File: src/sv/prd_pkg.sv
// Package: shared types, constants and the CRC step for the packet receive deframer.
package prd_pkg;

   // Reset values of the configuration registers
   localparam logic [7:0]  PREAMBLE_RESET      = 8'd90;
   localparam logic [15:0] TIMEOUT_RESET       = 16'd100;
   localparam logic [1:0]  ACK_CODE_RESET      = 2'd0;
   localparam logic [1:0]  NACK_CODE_RESET     = 2'd1;
   localparam logic [1:0]  REQ_ACK_CODE_RESET  = 2'd3;
   localparam logic [7:0]  ERR_STRAY_RESET     = 8'd1;
   localparam logic [7:0]  ERR_CRC_RESET       = 8'd2;
   localparam logic [7:0]  ERR_TIMEOUT_RESET   = 8'd3;

   // Configuration register indexes
   localparam int CSR_INDEX_WIDTH = 3;
   localparam int CSR_DATA_WIDTH  = 16;
   localparam logic [CSR_INDEX_WIDTH-1:0] CSR_PREAMBLE     = 3'd0;
   localparam logic [CSR_INDEX_WIDTH-1:0] CSR_TIMEOUT      = 3'd1;
   localparam logic [CSR_INDEX_WIDTH-1:0] CSR_ACK_CODE     = 3'd2;
   localparam logic [CSR_INDEX_WIDTH-1:0] CSR_NACK_CODE    = 3'd3;
   localparam logic [CSR_INDEX_WIDTH-1:0] CSR_REQ_ACK_CODE = 3'd4;
   localparam logic [CSR_INDEX_WIDTH-1:0] CSR_ERR_STRAY    = 3'd5;
   localparam logic [CSR_INDEX_WIDTH-1:0] CSR_ERR_CRC      = 3'd6;
   localparam logic [CSR_INDEX_WIDTH-1:0] CSR_ERR_TIMEOUT  = 3'd7;

   // Result kinds
   localparam logic [1:0] KIND_PAYLOAD = 2'd0;
   localparam logic [1:0] KIND_VERDICT = 2'd1;
   localparam logic [1:0] KIND_TX      = 2'd2;

   localparam logic [15:0] CRC_INIT         = 16'hffff;
   localparam int          TICK_WIDTH_DEF   = 16;
   localparam int          JOB_QUEUE_DEPTH  = 4;

   typedef enum logic [2:0] {
      ST_PRE,
      ST_GARBAGE,
      ST_HHI,
      ST_HLO,
      ST_DATA,
      ST_CHI,
      ST_CLO
   } parse_state_type;

   typedef enum logic [1:0] {
      RESP_NONE,
      RESP_NACK,
      RESP_ACK
   } resp_type;

   typedef struct packed {
      logic [7:0]  preamble;
      logic [15:0] timeout_ticks;
      logic [1:0]  ack_code;
      logic [1:0]  nack_code;
      logic [1:0]  req_ack_code;
      logic [7:0]  err_stray;
      logic [7:0]  err_crc;
      logic [7:0]  err_timeout;
   } cfg_type;

   localparam cfg_type CFG_RESET = '{
      preamble:      PREAMBLE_RESET,
      timeout_ticks: TIMEOUT_RESET,
      ack_code:      ACK_CODE_RESET,
      nack_code:     NACK_CODE_RESET,
      req_ack_code:  REQ_ACK_CODE_RESET,
      err_stray:     ERR_STRAY_RESET,
      err_crc:       ERR_CRC_RESET,
      err_timeout:   ERR_TIMEOUT_RESET
   };

   // One unit of work handed from the parser to the result sequencer
   typedef struct packed {
      logic        is_payload;   // single payload byte result
      logic        has_verdict;  // verdict result comes first
      resp_type    resp;         // response frame that follows
      logic [7:0]  data;         // payload byte or NACK error byte
      logic [1:0]  ptype;
      logic [3:0]  seq;
      logic [9:0]  length;
      logic        good;
   } job_type;

   typedef struct packed {
      logic [1:0] kind;
      logic [7:0] byte_value;
      logic [1:0] packet_type;
      logic [3:0] sequence_res;
      logic [9:0] payload_length;
      logic       crc_good;
      logic       last;
   } result_type;

   // CRC-16-CCITT, one byte, byte-swapped table-free form
   function automatic logic [15:0] crc_step(logic [15:0] crc, logic [7:0] d);
      logic [15:0] c;
      c = {crc[7:0], crc[15:8]};
      c = c ^ {8'h00, d};
      c = c ^ {12'h000, c[7:4]};
      c = c ^ {c[3:0], 12'h000};
      c = c ^ {3'b000, c[7:0], 5'b00000};
      return c;
   endfunction

endpackage

File: src/sv/prd_ifs.sv
// Interfaces: request and response channels of the packet receive deframer.
interface prd_req_if;
   logic       valid;
   logic       ready;
   logic       command;
   logic [7:0] rx_byte;

   modport source (output valid, command, rx_byte, input ready);
   modport sink   (input valid, command, rx_byte, output ready);
endinterface

interface prd_rsp_if;
   logic       valid;
   logic       ready;
   logic [1:0] kind;
   logic [7:0] byte_value;
   logic [1:0] packet_type;
   logic [3:0] sequence_res;
   logic [9:0] payload_length;
   logic       crc_good;
   logic       last;

   modport source (output valid, kind, byte_value, packet_type, sequence_res,
                   payload_length, crc_good, last, input ready);
   modport sink   (input valid, kind, byte_value, packet_type, sequence_res,
                   payload_length, crc_good, last, output ready);
endinterface

File: src/sv/prd_front.sv
// Front end: frame parser, CRC check and receive timer; issues jobs to the queue.
module prd_front #(
   parameter int TICK_WIDTH = prd_pkg::TICK_WIDTH_DEF
) (
   input  logic             clock,
   input  logic             reset,
   prd_req_if.sink          req_ch,
   input  prd_pkg::cfg_type cfg,
   input  logic             q_full,
   output logic             job_push,
   output prd_pkg::job_type job
);

   localparam logic [31:0] TICK_LIMIT =
      (TICK_WIDTH >= 32) ? 32'hffff_ffff : ((32'd1 << TICK_WIDTH) - 32'd1);

   prd_pkg::parse_state_type state_ff, state_in;
   logic [1:0]            ftype_ff, ftype_in;
   logic [3:0]            fseq_ff, fseq_in;
   logic [9:0]            flen_ff, flen_in;
   logic [9:0]            seen_ff, seen_in;
   logic [15:0]           crc_ff, crc_in;
   logic [7:0]            crc_high_ff, crc_high_in;
   logic [TICK_WIDTH-1:0] left_ff, left_in;
   logic                  armed_ff, armed_in;

   logic                  accept;
   logic                  tick_fire;
   logic [TICK_WIDTH-1:0] timeout_load;
   logic                  crc_match;
   logic [7:0]            c;

   assign req_ch.ready = !q_full;
   assign accept       = req_ch.valid && req_ch.ready;
   assign c            = req_ch.rx_byte;
   assign crc_match    = ({crc_high_ff, c} == crc_ff);
   // armed timer runs out on this tick
   assign tick_fire    = armed_ff && (left_ff <= TICK_WIDTH'(1));

   // Timer load value, saturated to the counter width
   assign timeout_load = ({16'h0000, cfg.timeout_ticks} > TICK_LIMIT) ?
                         TICK_LIMIT[TICK_WIDTH-1:0] :
                         TICK_WIDTH'({16'h0000, cfg.timeout_ticks});

   // Parser next state
   always_comb begin
      state_in = state_ff;
      if (accept) begin
         if (req_ch.command) begin
            if (tick_fire) state_in = prd_pkg::ST_PRE;
         end else begin
            case (state_ff)
               prd_pkg::ST_PRE: begin
                  if (c == cfg.preamble) state_in = prd_pkg::ST_HHI;
                  else                   state_in = prd_pkg::ST_GARBAGE;
               end
               prd_pkg::ST_GARBAGE: begin
                  if (c == cfg.preamble) state_in = prd_pkg::ST_HHI;
               end
               prd_pkg::ST_HHI: begin
                  state_in = (c[1:0] == 2'b00) ? prd_pkg::ST_CHI : prd_pkg::ST_HLO;
               end
               prd_pkg::ST_HLO: begin
                  state_in = prd_pkg::ST_DATA;
               end
               prd_pkg::ST_DATA: begin
                  if (seen_ff + 10'd1 >= flen_ff) state_in = prd_pkg::ST_CHI;
               end
               prd_pkg::ST_CHI: begin
                  state_in = prd_pkg::ST_CLO;
               end
               prd_pkg::ST_CLO: begin
                  state_in = prd_pkg::ST_PRE;
               end
               default: begin
                  state_in = prd_pkg::ST_PRE;
               end
            endcase
         end
      end
   end

   // Frame fields, CRC, timer and job generation
   always_comb begin
      ftype_in    = ftype_ff;
      fseq_in     = fseq_ff;
      flen_in     = flen_ff;
      seen_in     = seen_ff;
      crc_in      = crc_ff;
      crc_high_in = crc_high_ff;
      left_in     = left_ff;
      armed_in    = armed_ff;
      job_push    = 1'b0;
      job         = '0;
      if (accept) begin
         if (req_ch.command) begin
            // timer tick
            if (armed_ff) begin
               if (tick_fire) begin
                  left_in  = '0;
                  armed_in = 1'b0;
                  job_push = 1'b1;
                  job.resp = prd_pkg::RESP_NACK;
                  job.data = cfg.err_timeout;
                  job.seq  = fseq_ff;
               end else begin
                  left_in = left_ff - TICK_WIDTH'(1);
               end
            end
         end else begin
            case (state_ff)
               prd_pkg::ST_PRE: begin
                  if (c == cfg.preamble) begin
                     fseq_in  = '0;
                     left_in  = timeout_load;
                     armed_in = 1'b1;
                  end
               end
               prd_pkg::ST_GARBAGE: begin
                  if (c == cfg.preamble) begin
                     job_push = 1'b1;
                     job.resp = prd_pkg::RESP_NACK;
                     job.data = cfg.err_stray;
                     job.seq  = 4'h0;
                     fseq_in  = '0;
                     left_in  = timeout_load;
                     armed_in = 1'b1;
                  end
               end
               prd_pkg::ST_HHI: begin
                  ftype_in = c[7:6];
                  fseq_in  = c[5:2];
                  flen_in  = {8'h00, c[1:0]};
                  crc_in   = prd_pkg::crc_step(prd_pkg::CRC_INIT, c);
               end
               prd_pkg::ST_HLO: begin
                  // length = (l-1)*256 + c + 1
                  flen_in  = {flen_ff[1:0] - 2'd1, 8'h00} + {2'b00, c} + 10'd1;
                  crc_in   = prd_pkg::crc_step(crc_ff, c);
                  seen_in  = '0;
               end
               prd_pkg::ST_DATA: begin
                  job_push       = 1'b1;
                  job.is_payload = 1'b1;
                  job.data       = c;
                  crc_in         = prd_pkg::crc_step(crc_ff, c);
                  seen_in        = seen_ff + 10'd1;
               end
               prd_pkg::ST_CHI: begin
                  crc_high_in = c;
               end
               prd_pkg::ST_CLO: begin
                  armed_in        = 1'b0;
                  left_in         = '0;
                  job_push        = 1'b1;
                  job.has_verdict = 1'b1;
                  job.ptype       = ftype_ff;
                  job.seq         = fseq_ff;
                  job.length      = flen_ff;
                  job.good        = crc_match;
                  job.data        = cfg.err_crc;
                  if (!crc_match) begin
                     job.resp = prd_pkg::RESP_NACK;
                  end else if (ftype_ff == cfg.req_ack_code && ftype_ff != cfg.ack_code &&
                               ftype_ff != cfg.nack_code) begin
                     job.resp = prd_pkg::RESP_ACK;
                  end else begin
                     job.resp = prd_pkg::RESP_NONE;
                  end
               end
               default: begin
                  job_push = 1'b0;
               end
            endcase
         end
      end
   end

   // Parser registers
   always_ff @(posedge clock) begin
      if (reset) begin
         state_ff    <= prd_pkg::ST_PRE;
         ftype_ff    <= '0;
         fseq_ff     <= '0;
         flen_ff     <= '0;
         seen_ff     <= '0;
         crc_ff      <= prd_pkg::CRC_INIT;
         crc_high_ff <= '0;
         left_ff     <= '0;
         armed_ff    <= 1'b0;
      end else begin
         state_ff    <= state_in;
         ftype_ff    <= ftype_in;
         fseq_ff     <= fseq_in;
         flen_ff     <= flen_in;
         seen_ff     <= seen_in;
         crc_ff      <= crc_in;
         crc_high_ff <= crc_high_in;
         left_ff     <= left_in;
         armed_ff    <= armed_in;
      end
   end

endmodule

File: src/sv/prd_queue.sv
// Job queue: small register FIFO between the parser and the result sequencer.
module prd_queue #(
   parameter int DEPTH = prd_pkg::JOB_QUEUE_DEPTH
) (
   input  logic             clock,
   input  logic             reset,
   input  logic             push,
   input  prd_pkg::job_type push_job,
   input  logic             pop,
   output logic             full,
   output logic             head_valid,
   output prd_pkg::job_type head_job
);

   localparam int PTR_WIDTH = (DEPTH > 1) ? $clog2(DEPTH) : 1;
   localparam int CNT_WIDTH = $clog2(DEPTH + 1);
   localparam logic [PTR_WIDTH-1:0] LAST_PTR = PTR_WIDTH'(DEPTH - 1);

   prd_pkg::job_type        entry_ff [DEPTH];
   logic [PTR_WIDTH-1:0]    wr_ptr_ff, wr_ptr_in;
   logic [PTR_WIDTH-1:0]    rd_ptr_ff, rd_ptr_in;
   logic [CNT_WIDTH-1:0]    count_ff, count_in;
   logic                    do_push, do_pop;

   assign full       = (count_ff == CNT_WIDTH'(DEPTH));
   assign head_valid = (count_ff != '0);
   assign head_job   = entry_ff[rd_ptr_ff];
   assign do_push    = push && !full;
   assign do_pop     = pop && head_valid;

   // Pointer and fill count update
   always_comb begin
      wr_ptr_in = wr_ptr_ff;
      rd_ptr_in = rd_ptr_ff;
      count_in  = count_ff;
      if (do_push) wr_ptr_in = (wr_ptr_ff == LAST_PTR) ? '0 : wr_ptr_ff + PTR_WIDTH'(1);
      if (do_pop)  rd_ptr_in = (rd_ptr_ff == LAST_PTR) ? '0 : rd_ptr_ff + PTR_WIDTH'(1);
      if (do_push && !do_pop)      count_in = count_ff + CNT_WIDTH'(1);
      else if (!do_push && do_pop) count_in = count_ff - CNT_WIDTH'(1);
   end

   always_ff @(posedge clock) begin
      if (reset) begin
         wr_ptr_ff <= '0;
         rd_ptr_ff <= '0;
         count_ff  <= '0;
      end else begin
         wr_ptr_ff <= wr_ptr_in;
         rd_ptr_ff <= rd_ptr_in;
         count_ff  <= count_in;
      end
   end

   // Entry storage, no reset
   always_ff @(posedge clock) begin
      if (do_push) entry_ff[wr_ptr_ff] <= push_job;
   end

endmodule

File: src/sv/prd_back.sv
// Back end: expands each job into result transfers and builds ACK/NACK frames.
module prd_back (
   input  logic             clock,
   input  logic             reset,
   input  prd_pkg::cfg_type cfg,
   input  logic             head_valid,
   input  prd_pkg::job_type head_job,
   output logic             pop,
   prd_rsp_if.source        rsp_ch
);

   // Byte positions inside a response frame
   localparam logic [2:0] POS_PRE  = 3'd0;
   localparam logic [2:0] POS_HDR  = 3'd1;
   localparam logic [2:0] POS_B2   = 3'd2;
   localparam logic [2:0] POS_B3   = 3'd3;
   localparam logic [2:0] POS_B4   = 3'd4;
   localparam logic [2:0] POS_B5   = 3'd5;

   logic [2:0]          step_ff, step_in;
   logic [15:0]         crc_ff, crc_in;
   prd_pkg::result_type out_ff, out_in;
   logic                out_valid_ff, out_valid_in;

   logic [2:0]          eff_step;
   logic [2:0]          pos;
   logic                advance;
   logic                is_nack;
   logic [7:0]          hdr;
   prd_pkg::result_type item;

   assign advance  = head_valid && (!out_valid_ff || rsp_ch.ready);
   // jobs without a verdict start at the first response byte
   assign eff_step = (step_ff == 3'd0 && !head_job.has_verdict && !head_job.is_payload) ?
                     3'd1 : step_ff;
   assign pos      = eff_step - 3'd1;
   assign is_nack  = (head_job.resp == prd_pkg::RESP_NACK);
   assign hdr      = is_nack ? {cfg.nack_code, head_job.seq, 2'b01} :
                               {cfg.ack_code, head_job.seq, 2'b00};

   // Result for the current step
   always_comb begin
      item = '0;
      if (head_job.is_payload) begin
         item.kind       = prd_pkg::KIND_PAYLOAD;
         item.byte_value = head_job.data;
         item.last       = 1'b1;
      end else if (eff_step == 3'd0) begin
         item.kind           = prd_pkg::KIND_VERDICT;
         item.packet_type    = head_job.ptype;
         item.sequence_res   = head_job.seq;
         item.payload_length = head_job.length;
         item.crc_good       = head_job.good;
         item.last           = (head_job.resp == prd_pkg::RESP_NONE);
      end else begin
         item.kind = prd_pkg::KIND_TX;
         case (pos)
            POS_PRE: item.byte_value = cfg.preamble;
            POS_HDR: item.byte_value = hdr;
            POS_B2:  item.byte_value = is_nack ? 8'h00 : crc_ff[15:8];
            POS_B3:  item.byte_value = is_nack ? head_job.data : crc_ff[7:0];
            POS_B4:  item.byte_value = crc_ff[15:8];
            POS_B5:  item.byte_value = crc_ff[7:0];
            default: item.byte_value = 8'h00;
         endcase
         item.last = is_nack ? (pos == POS_B5) : (pos == POS_B3);
      end
   end

   assign pop = advance && item.last;

   // Step counter, response CRC and output register
   always_comb begin
      step_in      = step_ff;
      crc_in       = crc_ff;
      out_in       = out_ff;
      out_valid_in = out_valid_ff;
      if (advance) begin
         out_in       = item;
         out_valid_in = 1'b1;
         step_in      = pop ? 3'd0 : eff_step + 3'd1;
         if (!head_job.is_payload && eff_step != 3'd0) begin
            if (pos == POS_PRE) begin
               crc_in = prd_pkg::CRC_INIT;
            end else if (pos == POS_HDR ||
                         (is_nack && (pos == POS_B2 || pos == POS_B3))) begin
               crc_in = prd_pkg::crc_step(crc_ff, item.byte_value);
            end
         end
      end else if (rsp_ch.ready) begin
         out_valid_in = 1'b0;
      end
   end

   always_ff @(posedge clock) begin
      if (reset) begin
         step_ff      <= '0;
         out_valid_ff <= 1'b0;
      end else begin
         step_ff      <= step_in;
         out_valid_ff <= out_valid_in;
      end
   end

   always_ff @(posedge clock) begin
      crc_ff <= crc_in;
      out_ff <= out_in;
   end

   assign rsp_ch.valid          = out_valid_ff;
   assign rsp_ch.kind           = out_ff.kind;
   assign rsp_ch.byte_value     = out_ff.byte_value;
   assign rsp_ch.packet_type    = out_ff.packet_type;
   assign rsp_ch.sequence_res   = out_ff.sequence_res;
   assign rsp_ch.payload_length = out_ff.payload_length;
   assign rsp_ch.crc_good       = out_ff.crc_good;
   assign rsp_ch.last           = out_ff.last;

endmodule

File: src/sv/packet_receive_deframer.sv
// Top level: packet receive deframer with configuration registers and checks.
//
// req_ch carries one line byte (command 0) or one timer tick (command 1) per
// transfer. rsp_ch returns the results: payload bytes as they arrive, a verdict
// after the second CRC byte, and the bytes of NACK or empty ACK frames to send.
// The last result caused by one request has last set; requests that cause no
// result (ignored bytes, header bytes, ticks that do not expire) return nothing.
// csr_* writes one configuration register per cycle; write only while idle.
//
// Timing: a request's job is registered in the job queue, and its first result
// is then registered in the output register of the result sequencer.
// Throughput: the parser takes one request per cycle while the job queue has
// room; the result sequencer sends one result per cycle while the receiver is
// ready, so a frame end with a NACK gives it seven results to send. The
// sequencer's one-result-per-cycle output register sets the sustained rate.
// Reset (synchronous) returns the parser to waiting for a preamble, empties the
// job queue and loads the register defaults. When the receiver stalls, the
// queue fills and then req_ch.ready drops; no result is lost.
module packet_receive_deframer #(
   parameter int TICK_WIDTH = prd_pkg::TICK_WIDTH_DEF,
   parameter int JOB_DEPTH  = prd_pkg::JOB_QUEUE_DEPTH
) (
   input  logic                                 clock,
   input  logic                                 reset,
   prd_req_if.sink                              req_ch,
   prd_rsp_if.source                            rsp_ch,
   input  logic                                 csr_wr_en,
   input  logic [prd_pkg::CSR_INDEX_WIDTH-1:0]  csr_index,
   input  logic [prd_pkg::CSR_DATA_WIDTH-1:0]   csr_wdata
);

   prd_pkg::cfg_type cfg_ff, cfg_in;
   prd_pkg::job_type push_job, head_job;
   logic             job_push, q_full, head_valid, job_pop;

   // Configuration register writes
   always_comb begin
      cfg_in = cfg_ff;
      if (csr_wr_en) begin
         case (csr_index)
            prd_pkg::CSR_PREAMBLE:     cfg_in.preamble      = csr_wdata[7:0];
            prd_pkg::CSR_TIMEOUT:      cfg_in.timeout_ticks = csr_wdata;
            prd_pkg::CSR_ACK_CODE:     cfg_in.ack_code      = csr_wdata[1:0];
            prd_pkg::CSR_NACK_CODE:    cfg_in.nack_code     = csr_wdata[1:0];
            prd_pkg::CSR_REQ_ACK_CODE: cfg_in.req_ack_code  = csr_wdata[1:0];
            prd_pkg::CSR_ERR_STRAY:    cfg_in.err_stray     = csr_wdata[7:0];
            prd_pkg::CSR_ERR_CRC:      cfg_in.err_crc       = csr_wdata[7:0];
            prd_pkg::CSR_ERR_TIMEOUT:  cfg_in.err_timeout   = csr_wdata[7:0];
            default:                   cfg_in = cfg_ff;
         endcase
      end
   end

   always_ff @(posedge clock) begin
      if (reset) cfg_ff <= prd_pkg::CFG_RESET;
      else       cfg_ff <= cfg_in;
   end

   prd_front #(.TICK_WIDTH(TICK_WIDTH)) u_front (
      .clock    (clock),
      .reset    (reset),
      .req_ch   (req_ch),
      .cfg      (cfg_ff),
      .q_full   (q_full),
      .job_push (job_push),
      .job      (push_job)
   );

   prd_queue #(.DEPTH(JOB_DEPTH)) u_queue (
      .clock      (clock),
      .reset      (reset),
      .push       (job_push),
      .push_job   (push_job),
      .pop        (job_pop),
      .full       (q_full),
      .head_valid (head_valid),
      .head_job   (head_job)
   );

   prd_back u_back (
      .clock      (clock),
      .reset      (reset),
      .cfg        (cfg_ff),
      .head_valid (head_valid),
      .head_job   (head_job),
      .pop        (job_pop),
      .rsp_ch     (rsp_ch)
   );

   // A job is never issued into a full queue
   a_no_overflow: assert property (@(posedge clock) disable iff (reset)
      job_push |-> !q_full)
      else $error("job issued into full queue");

   // A payload byte always closes its request's results
   a_payload_last: assert property (@(posedge clock) disable iff (reset)
      (rsp_ch.valid && rsp_ch.kind == prd_pkg::KIND_PAYLOAD) |-> rsp_ch.last)
      else $error("payload result without last");

   // A bad CRC verdict is always followed by a NACK frame
   a_bad_crc_nack: assert property (@(posedge clock) disable iff (reset)
      (rsp_ch.valid && rsp_ch.kind == prd_pkg::KIND_VERDICT && !rsp_ch.crc_good)
      |-> !rsp_ch.last)
      else $error("bad CRC verdict not followed by NACK");

endmodule

File: src/flat_wrapper.sv
// flat-port wrapper written by rule: the top's interface ports become plain ports
module packet_receive_deframer_flat 
#(
   parameter int TICK_WIDTH = prd_pkg::TICK_WIDTH_DEF,
   parameter int JOB_DEPTH  = prd_pkg::JOB_QUEUE_DEPTH
)
  (clock, reset, csr_wr_en, csr_index, csr_wdata, req_ch_valid, req_ch_command, req_ch_rx_byte, req_ch_ready, rsp_ch_valid, rsp_ch_kind, rsp_ch_byte_value, rsp_ch_packet_type, rsp_ch_sequence_res, rsp_ch_payload_length, rsp_ch_crc_good, rsp_ch_last, rsp_ch_ready);
  prd_req_if req_ch_i ();
  prd_rsp_if rsp_ch_i ();
  input  logic clock;
  input  logic reset;
  input  logic csr_wr_en;
  input  logic [prd_pkg::CSR_INDEX_WIDTH-1:0] csr_index;
  input  logic [prd_pkg::CSR_DATA_WIDTH-1:0] csr_wdata;
  input wire logic [$bits(req_ch_i.valid)-1:0] req_ch_valid;
  input wire logic [$bits(req_ch_i.command)-1:0] req_ch_command;
  input wire logic [$bits(req_ch_i.rx_byte)-1:0] req_ch_rx_byte;
  output wire logic [$bits(req_ch_i.ready)-1:0] req_ch_ready;
  output wire logic [$bits(rsp_ch_i.valid)-1:0] rsp_ch_valid;
  output wire logic [$bits(rsp_ch_i.kind)-1:0] rsp_ch_kind;
  output wire logic [$bits(rsp_ch_i.byte_value)-1:0] rsp_ch_byte_value;
  output wire logic [$bits(rsp_ch_i.packet_type)-1:0] rsp_ch_packet_type;
  output wire logic [$bits(rsp_ch_i.sequence_res)-1:0] rsp_ch_sequence_res;
  output wire logic [$bits(rsp_ch_i.payload_length)-1:0] rsp_ch_payload_length;
  output wire logic [$bits(rsp_ch_i.crc_good)-1:0] rsp_ch_crc_good;
  output wire logic [$bits(rsp_ch_i.last)-1:0] rsp_ch_last;
  input wire logic [$bits(rsp_ch_i.ready)-1:0] rsp_ch_ready;
  assign req_ch_i.valid = req_ch_valid;
  assign req_ch_i.command = req_ch_command;
  assign req_ch_i.rx_byte = req_ch_rx_byte;
  assign req_ch_ready = req_ch_i.ready;
  assign rsp_ch_valid = rsp_ch_i.valid;
  assign rsp_ch_kind = rsp_ch_i.kind;
  assign rsp_ch_byte_value = rsp_ch_i.byte_value;
  assign rsp_ch_packet_type = rsp_ch_i.packet_type;
  assign rsp_ch_sequence_res = rsp_ch_i.sequence_res;
  assign rsp_ch_payload_length = rsp_ch_i.payload_length;
  assign rsp_ch_crc_good = rsp_ch_i.crc_good;
  assign rsp_ch_last = rsp_ch_i.last;
  assign rsp_ch_i.ready = rsp_ch_ready;
  packet_receive_deframer #(.TICK_WIDTH(TICK_WIDTH), .JOB_DEPTH(JOB_DEPTH)) u_core (.clock(clock), .reset(reset), .req_ch(req_ch_i), .rsp_ch(rsp_ch_i), .csr_wr_en(csr_wr_en), .csr_index(csr_index), .csr_wdata(csr_wdata));
endmodule
File: config.mk
export PLATFORM = sky130hd
export DESIGN_NAME = packet_receive_deframer_flat
export DESIGN_NICKNAME = d
export VERILOG_FILES = /design/src/sv/prd_pkg.sv /design/src/sv/prd_ifs.sv /design/src/sv/prd_front.sv /design/src/sv/prd_queue.sv /design/src/sv/prd_back.sv /design/src/sv/packet_receive_deframer.sv /design/src/flat_wrapper.sv
export SDC_FILE = /design/constraint.sdc
export NUM_CORES = 1
export LEC_CHECK = 0
export ABC_AREA = 1
export BUFFER_PORTS_ARGS = -buffer_cell sky130_fd_sc_hd__buf_2
export CORE_MARGIN = 2
export CORE_UTILIZATION = 45
export DETAILED_ROUTE_END_ITERATION = 12
export PLACE_DENSITY = 0.66
export SLEW_MARGIN = 20
export SYNTH_ARGS = -nofsm -noshare
export SYNTH_HDL_FRONTEND = slang
export SYNTH_SLANG_ARGS = --single-unit
File: constraint.sdc
create_clock -name clock -period 6.5 [get_ports clock]
set_clock_uncertainty 0.15 [all_clocks]
set_input_delay 1.3 -clock clock [delete_from_list [all_inputs] [get_ports clock]]
set_output_delay 1.3 -clock clock [all_outputs]
set_load 0.005 [all_outputs]
# Word-level counts from Yosys, hierarchy flattened

Memories as Yosys holds them, arrays and structs flattened. A register that Yosys moved wholly into a read port is not among the register bits.
Index checks and enable logic that the tools add are counted.
Widths: inputs -> output; s select.

Register bits: 179
Bits in latches: 0
Bits in writable memories: 116
Memory bits (read-only): 0
Input bits: 33
Output and inout port bits: 30
Word-level logic and storage cells: 224
Memories kept: 1

Add/sub/neg operators: 11
$mul: 0
Divide/modulo/power cells: 0
Magnitude comparators: 2
Equal/unequal tests: 33
Shift operators: 0
Multiplexer cells: 71
Bitwise gates (word level): 14
Reduce and logical (&&, ||, !) cells: 62

Memories:

| memory                  | words | width | rd ports | clocked after Yosys merged registers in | write ports | RTL line        | RTL |
|---|---|---|---|---|---|---|---|
| u_core.u_queue.entry_ff | 4     | 29    | 1        | 1                                       | 1           | prd_queue.sv:19 | `prd_pkg::job_type entry_ff [DEPTH];` |

Operator list:

| kind                  | number |
|---|---|
| $mux 16               | 5 |
| $pmux 16 s2           | 2 |
| $pmux 8 s6            | 1 |
| $xor 16x13->16        | 3 |
| $xor 16x16->16        | 3 |
| $xor 16x4->16         | 3 |
| $mux 8                | 5 |
| $pmux 10 s2           | 2 |
| $xor 16x8->16         | 2 |
| $eq 3x3->1 const B    | 10 |
| $mux 29               | 1 |
| $mux 3                | 9 |
| $mux 9                | 3 |
| $pmux 8 s3            | 1 |
| $mux 11               | 2 |
| $mux 2                | 11 |
| $reduce_and 3->1      | 7 |
| $add 10x1->10 const B | 2 |
| $mux 4                | 5 |
| $eq 3x2->1 const B    | 6 |
| $mux 1                | 18 |
| $pmux 3 s6            | 1 |
| $eq 16x16->1          | 1 |
| $le 16x1->1 const B   | 1 |
| 32 further kinds      | 89 |

# Longest topological paths before layout

Word-level depth: 14
Gate-level depth with buffers: 27
Gate-level depth less buffers: 25

# By module

Synthesis repeated with hierarchy kept, for this count alone.

Cells, all modules: 1892
Area, all modules: 15368.5 sq um

Modules (own cells, without submodules):

| module                  | instances | cells an instance | area an instance (sq um) | sequential area each (sq um) |
|---|---|---|---|---|
| prd_front               | 1         | 876               | 5317.6                   | 1401.3 |
| prd_queue               | 1         | 351               | 5111.2                   | 3663.5 |
| prd_back                | 1         | 352               | 2768.9                   | 1401.3 |
| packet_receive_deframer | 1         | 313               | 2170.8                   | 1081.0 |

# Worst setup path after synthesis

OpenSTA, ideal clock, no wires.

Kind: input to register
Start: input req_ch_rx_byte[5]
End: memory u_core.u_queue.entry_ff[0][0] in the netlist's numbering, enable pin
Library setup time: 0.415 ns
Arrival: 3.590 ns
Required time: 5.935 ns
Path slack: 2.345 ns
Cell stages on the path: 9
Path buffers: 1
Cell sequence: buf_2 > xor2_1 > nor4_1 > nand2_1 > inv_1 > nand2_1 > nand3_1 > nand2_1 > nor2_1

Cells in the longest elaborated chain, start to end: 8

RTL lines:

| item                         | RTL line           | RTL |
|---|---|---|
| start, declared              | flat_wrapper.sv:17 | `input wire logic [$bits(req_ch_i.rx_byte)-1:0] req_ch_rx_byte;` |
| $eq 8x8->1                   | prd_front.sv:120   | `if (c == cfg.preamble) begin` |
| $mux 1                       | prd_front.sv:120   |  |
| $pmux 1 s2                   | prd_front.sv:111   | `case (state_ff)` |
| $mux 1                       | prd_front.sv:96    | `if (req_ch.command) begin` |
| $mux 1                       | prd_front.sv:95    | `if (accept) begin` |
| $logic_and 1x1->1            | prd_queue.sv:28    | `assign do_push = push && !full;` |
| $mux 1                       | prd_queue.sv:56    | `if (do_push) entry_ff[wr_ptr_ff] <= push_job;` |
| $mux 1 (not written as such) | prd_queue.sv:56    |  |
| end, declared                | prd_queue.sv:19    |  |

Every way passes these cells.

==> run summary <==
Buffer levels on the longest clock path: 3. In this design, the critical path's most frequently occurring cell is nand2_1. nand2_1 is the most common cell in the netlist.

The number of antenna violations at the first check in global routing was 0. In this run the core area contains 65 standard-cell rows. Synthesis inferred 297 register bits.

For the pin count of the biggest net entering global routing, the log shows 91. The count of TritonRoute iterations in the first routing pass is 5, and the total of endpoints with negative setup slack in the final report is 0. Counting the buffers created by CTS gives 34. On the worst path, the slowest cell contributes a delay of 0.55 ns. By area the synthesized netlist is led by edfxtp_1, dfxtp_1, nand2_1, nor2_1, nand3_1.

Number of DRC markers after the initial detailed-route iteration: 787. The HPWL after detailed placement is 24490 µm. The start-to-end type of the worst setup path is register to register. The aggregate global-route resource usage was 0.2180; the number of filler instances in the final layout was 2933. The number of nets handed over by synthesis was 1769. The library cell contributing the largest single delay on the critical path was nand2_1. The tools report the met2 track demand over resource in global routing as 0.3605.

Counting every instance in the synthesized netlist gives 1707. Dividing the detail-routed wire length by the instance count gives 16.41 µm. Minimum clock period: 4.746 ns. The proportion of register bits with asynchronous set or reset after synthesis came out at 0. TritonCTS built the clock tree. The static power due to leakage is 6.673 nW. The run gives 4.85 ns as the data arrival time of the worst path. The logic depth of the worst register-to-register path came out at 25. The number of warnings reported in the yosys synthesis log came out at 0. The fraction of met3 tracks used by global routing was 0.03197. The highest net fanout along the worst path works out to 59. The routability-driven placement congestion ratio is 0.8663. The cell taking the most area after synthesis is edfxtp_1.

The via count of the first global-routing pass was 11060. Based on the critical path, the design can be clocked at up to 210.7 MHz. The total via count after detailed routing is 11580.

The startpoint type of the worst setup path is a register. After clock tree synthesis, the clock-pin slew on the worst setup and hold paths is 0.06 ns. For this design the ratio of total power to cell area is 374.2 mW/mm². The sequential cell area in the final layout was 0.007548 mm². The fraction of layout cells with a size suffix above 1 was 0.1075. The floorplan die area was 0.03346 mm²; the floorplan die width was 182.9 µm. The number of port buffers is 62. After global routing, the most crowded layer is met2. The run gives 0.03156 mm² as the core region area. The mapped netlist covers 0.01440 mm². A synthesized cell averages 8.438 µm².

Buffers inserted to repair hold after CTS numbered 0. The logs give 297 for the sink count of the clock tree and 0.52 ns for the source-to-sink clock delay at the later pin of the worst-skew pair. The via-per-instance ratio works out to 5.311. The worst-case headroom to the max-slew limit came out at 0.3514. Synthesis instantiated 52 different standard cells from the library. The tools report the number of ports placed on the die boundary as 63.

At the pin with the least slew margin, the transition time is 0.9693 ns. The flow ran to the end, and the final reports show no timing, DRC or antenna violations. CTS placed an instance of clkbuf_16 at the clock tree root.

Number of cells upsized or downsized after cts: 0. The total overflow reported by the global router was 0; the reg-to-reg setup timing slack was 1.75 ns. For this run, the post-layout net count is 1814. The synthesized design contains 160 enable-type register cells. In the final layout, the multi-input gates occupy 0.005952 mm². The tools report the wire length of the first global-routing pass as 57990 µm. The overall die height came out at 182.9 µm. The run gives 0 as the number of hold violations in the final report. The final clock period utilization by the worst path came out at 0.7301. The area growth from synthesis to layout came out at 12.52%. Worst min-delay path startpoint: u_core.cfg_ff[41]. Sorting the synthesized cells by how often they occur yields nand2_1, nor2_1, edfxtp_1, inv_1, dfxtp_1. The met1 layer usage reported by global route came out at 0.2989.

The reg-to-reg critical path endpoint is u_core.u_back.crc_ff[12]. The number of nets with antenna violations after routing is 0, and the sum of negative setup slack is 0 ns. The initial core utilization came out at 0.4565. Buffers added to address setup during post-CTS repair amount to 0.

STA classifies the critical path endpoint as a register. The path category of the worst min-delay check was register to register. The area share of the leading cell type in the synthesized netlist came out at 0.3336. The path with the worst hold slack has its endpoint at u_core.cfg_ff[41]. Along the worst hold path, the cell count comes to 2.

The logs give 0 for the number of max-slew violations in the final report and 0 for the remaining routing DRC violations. Setup repair after global routing left no endpoint under its margin. Sequential-to-total area share from yosys stat: 0.5240. The H-tree depth was 2; the number of maximum-capacitance constraint violations was 0. The final layout contains routed wiring with a total length of 35770 µm. The data required time of the critical path came out at 6.60 ns.

The worst-case IR drop observed on VDD is 185.9 µV. The dominant register cell in the synthesized netlist is edfxtp_1. Prior to clock tree synthesis, the placed netlist has a worst setup slack of 1.751 ns.

The worst path meets setup with 1.754 ns of slack.
-- worst max path at each step --
stage                      start                            end  slack [ns]  depth (start not counted)
2_1_floorplan  req_ch_rx_byte[5]  u_core.u_queue.entry_ff[0][0]        2.35                          9
3_3_place_gp            register       u_core.u_back.crc_ff[12]        1.95                         25
3_5_place_dp            register       u_core.u_back.crc_ff[12]        1.75                         25
4_1_cts                 register       u_core.u_back.crc_ff[12]        1.78                         25
5_1_grt                 register       u_core.u_back.crc_ff[12]        1.16                         25
6_report                register       u_core.u_back.crc_ff[12]        1.75                         25
-- critical path: cells and delay by family, from the launching register on --
kind | cells | cell delay, ns
fa+ha+maj | 2 | 0.55
compound gates | 3 | 0.30
flops | 1 | 0.32
simple gates | 17 | 2.50
buf+inv | 3 | 0.63
-- sequential cells by signal, indices dropped and copies added (netlist names), 2 cells and up, named ones only --
register,count
u_core.u_queue.entry_ff,116
u_core.cfg_ff,54
u_core.u_back.crc_ff,16
u_core.u_front.crc_ff,16
u_core.u_front.left_ff,16
u_core.u_back.rsp_ch.payload_length,10
u_core.u_front.flen_ff,10
u_core.u_front.seen_ff,10
u_core.u_back.rsp_ch.byte_value,8
u_core.u_front.crc_high_ff,8
u_core.u_back.rsp_ch.sequence_res,4
u_core.u_front.fseq_ff,4
u_core.u_back.step_ff,3
u_core.u_front.state_ff,3
u_core.u_queue.count_ff,3
u_core.u_back.rsp_ch.kind,2
u_core.u_back.rsp_ch.packet_type,2
u_core.u_front.ftype_ff,2
u_core.u_queue.rd_ptr_ff,2
u_core.u_queue.wr_ptr_ff,2
-- report_power, final --
part,total [mW],internal [mW],switching (mW)
registers,2.36,2.26,0.101
clock network,1.96,1.19,0.769
logic,1.74,0.551,1.19
-- layout make-up --
class | instances | share of cell area
inverter | 169 | 0.03914
timing repair buffer | 74 | 0.02470
multi-input combinational | 1176 | 0.3673
sequential | 297 | 0.4658
clock buffer | 48 | 0.06084
antenna | 1 | 0.0001544
tap | 402 | 0.03104
clock inverter | 13 | 0.01112
-- per-layer routing --
metal,wire length [µm],vias to the layer above
met5,0,-
li1,-,5780
met4,818,0
met2,16610,316
met1,16030,5423
met3,2307,58
-- per-stage QoR --
step	hold slack (ns)	std cells	total power, mW	cell area [µm²]	utilization
after floorplan	0.2745	1707	3.634	14400	-
after global placement	0.2947	2118	4.108	15040	0.4765
after detailed placement	0.2960	2118	4.141	15040	0.4765
after CTS	0.3054	2179	6.110	16200	0.5134
after global routing	0.3276	2179	6.433	16200	0.5135
final	0.3008	2180	6.065	16210	0.5136
-- cell families after synthesis --
| group | synth area share |
|---|---|
| simple gates | 0.2319 |
| compound gates | 0.1166 |
| flops | 0.5240 |
| buf+inv | 0.06471 |
| xor+xnor | 0.03709 |
| fa+ha+maj | 0.02571 |
-- layout by cell type (no fill, tap or decap), drive strengths merged, types with 5 or more instances in the layout --
cell type / count
clkbuf: 48
nand2: 366
a32oi: 6
ha: 28
nand4: 6
inv: 166
or2: 6
buf: 74
dfxtp: 137
a21oi: 103
edfxtp: 160
o211ai: 8
o2111ai: 10
o22ai: 10
nor3: 11
xnor2: 18
nor2: 248
o21ai: 144
a31oi: 5
xor2: 43
clkinv: 13
a22oi: 5
nor4: 8
nand3: 135
(Power assumes the default switching activity.)
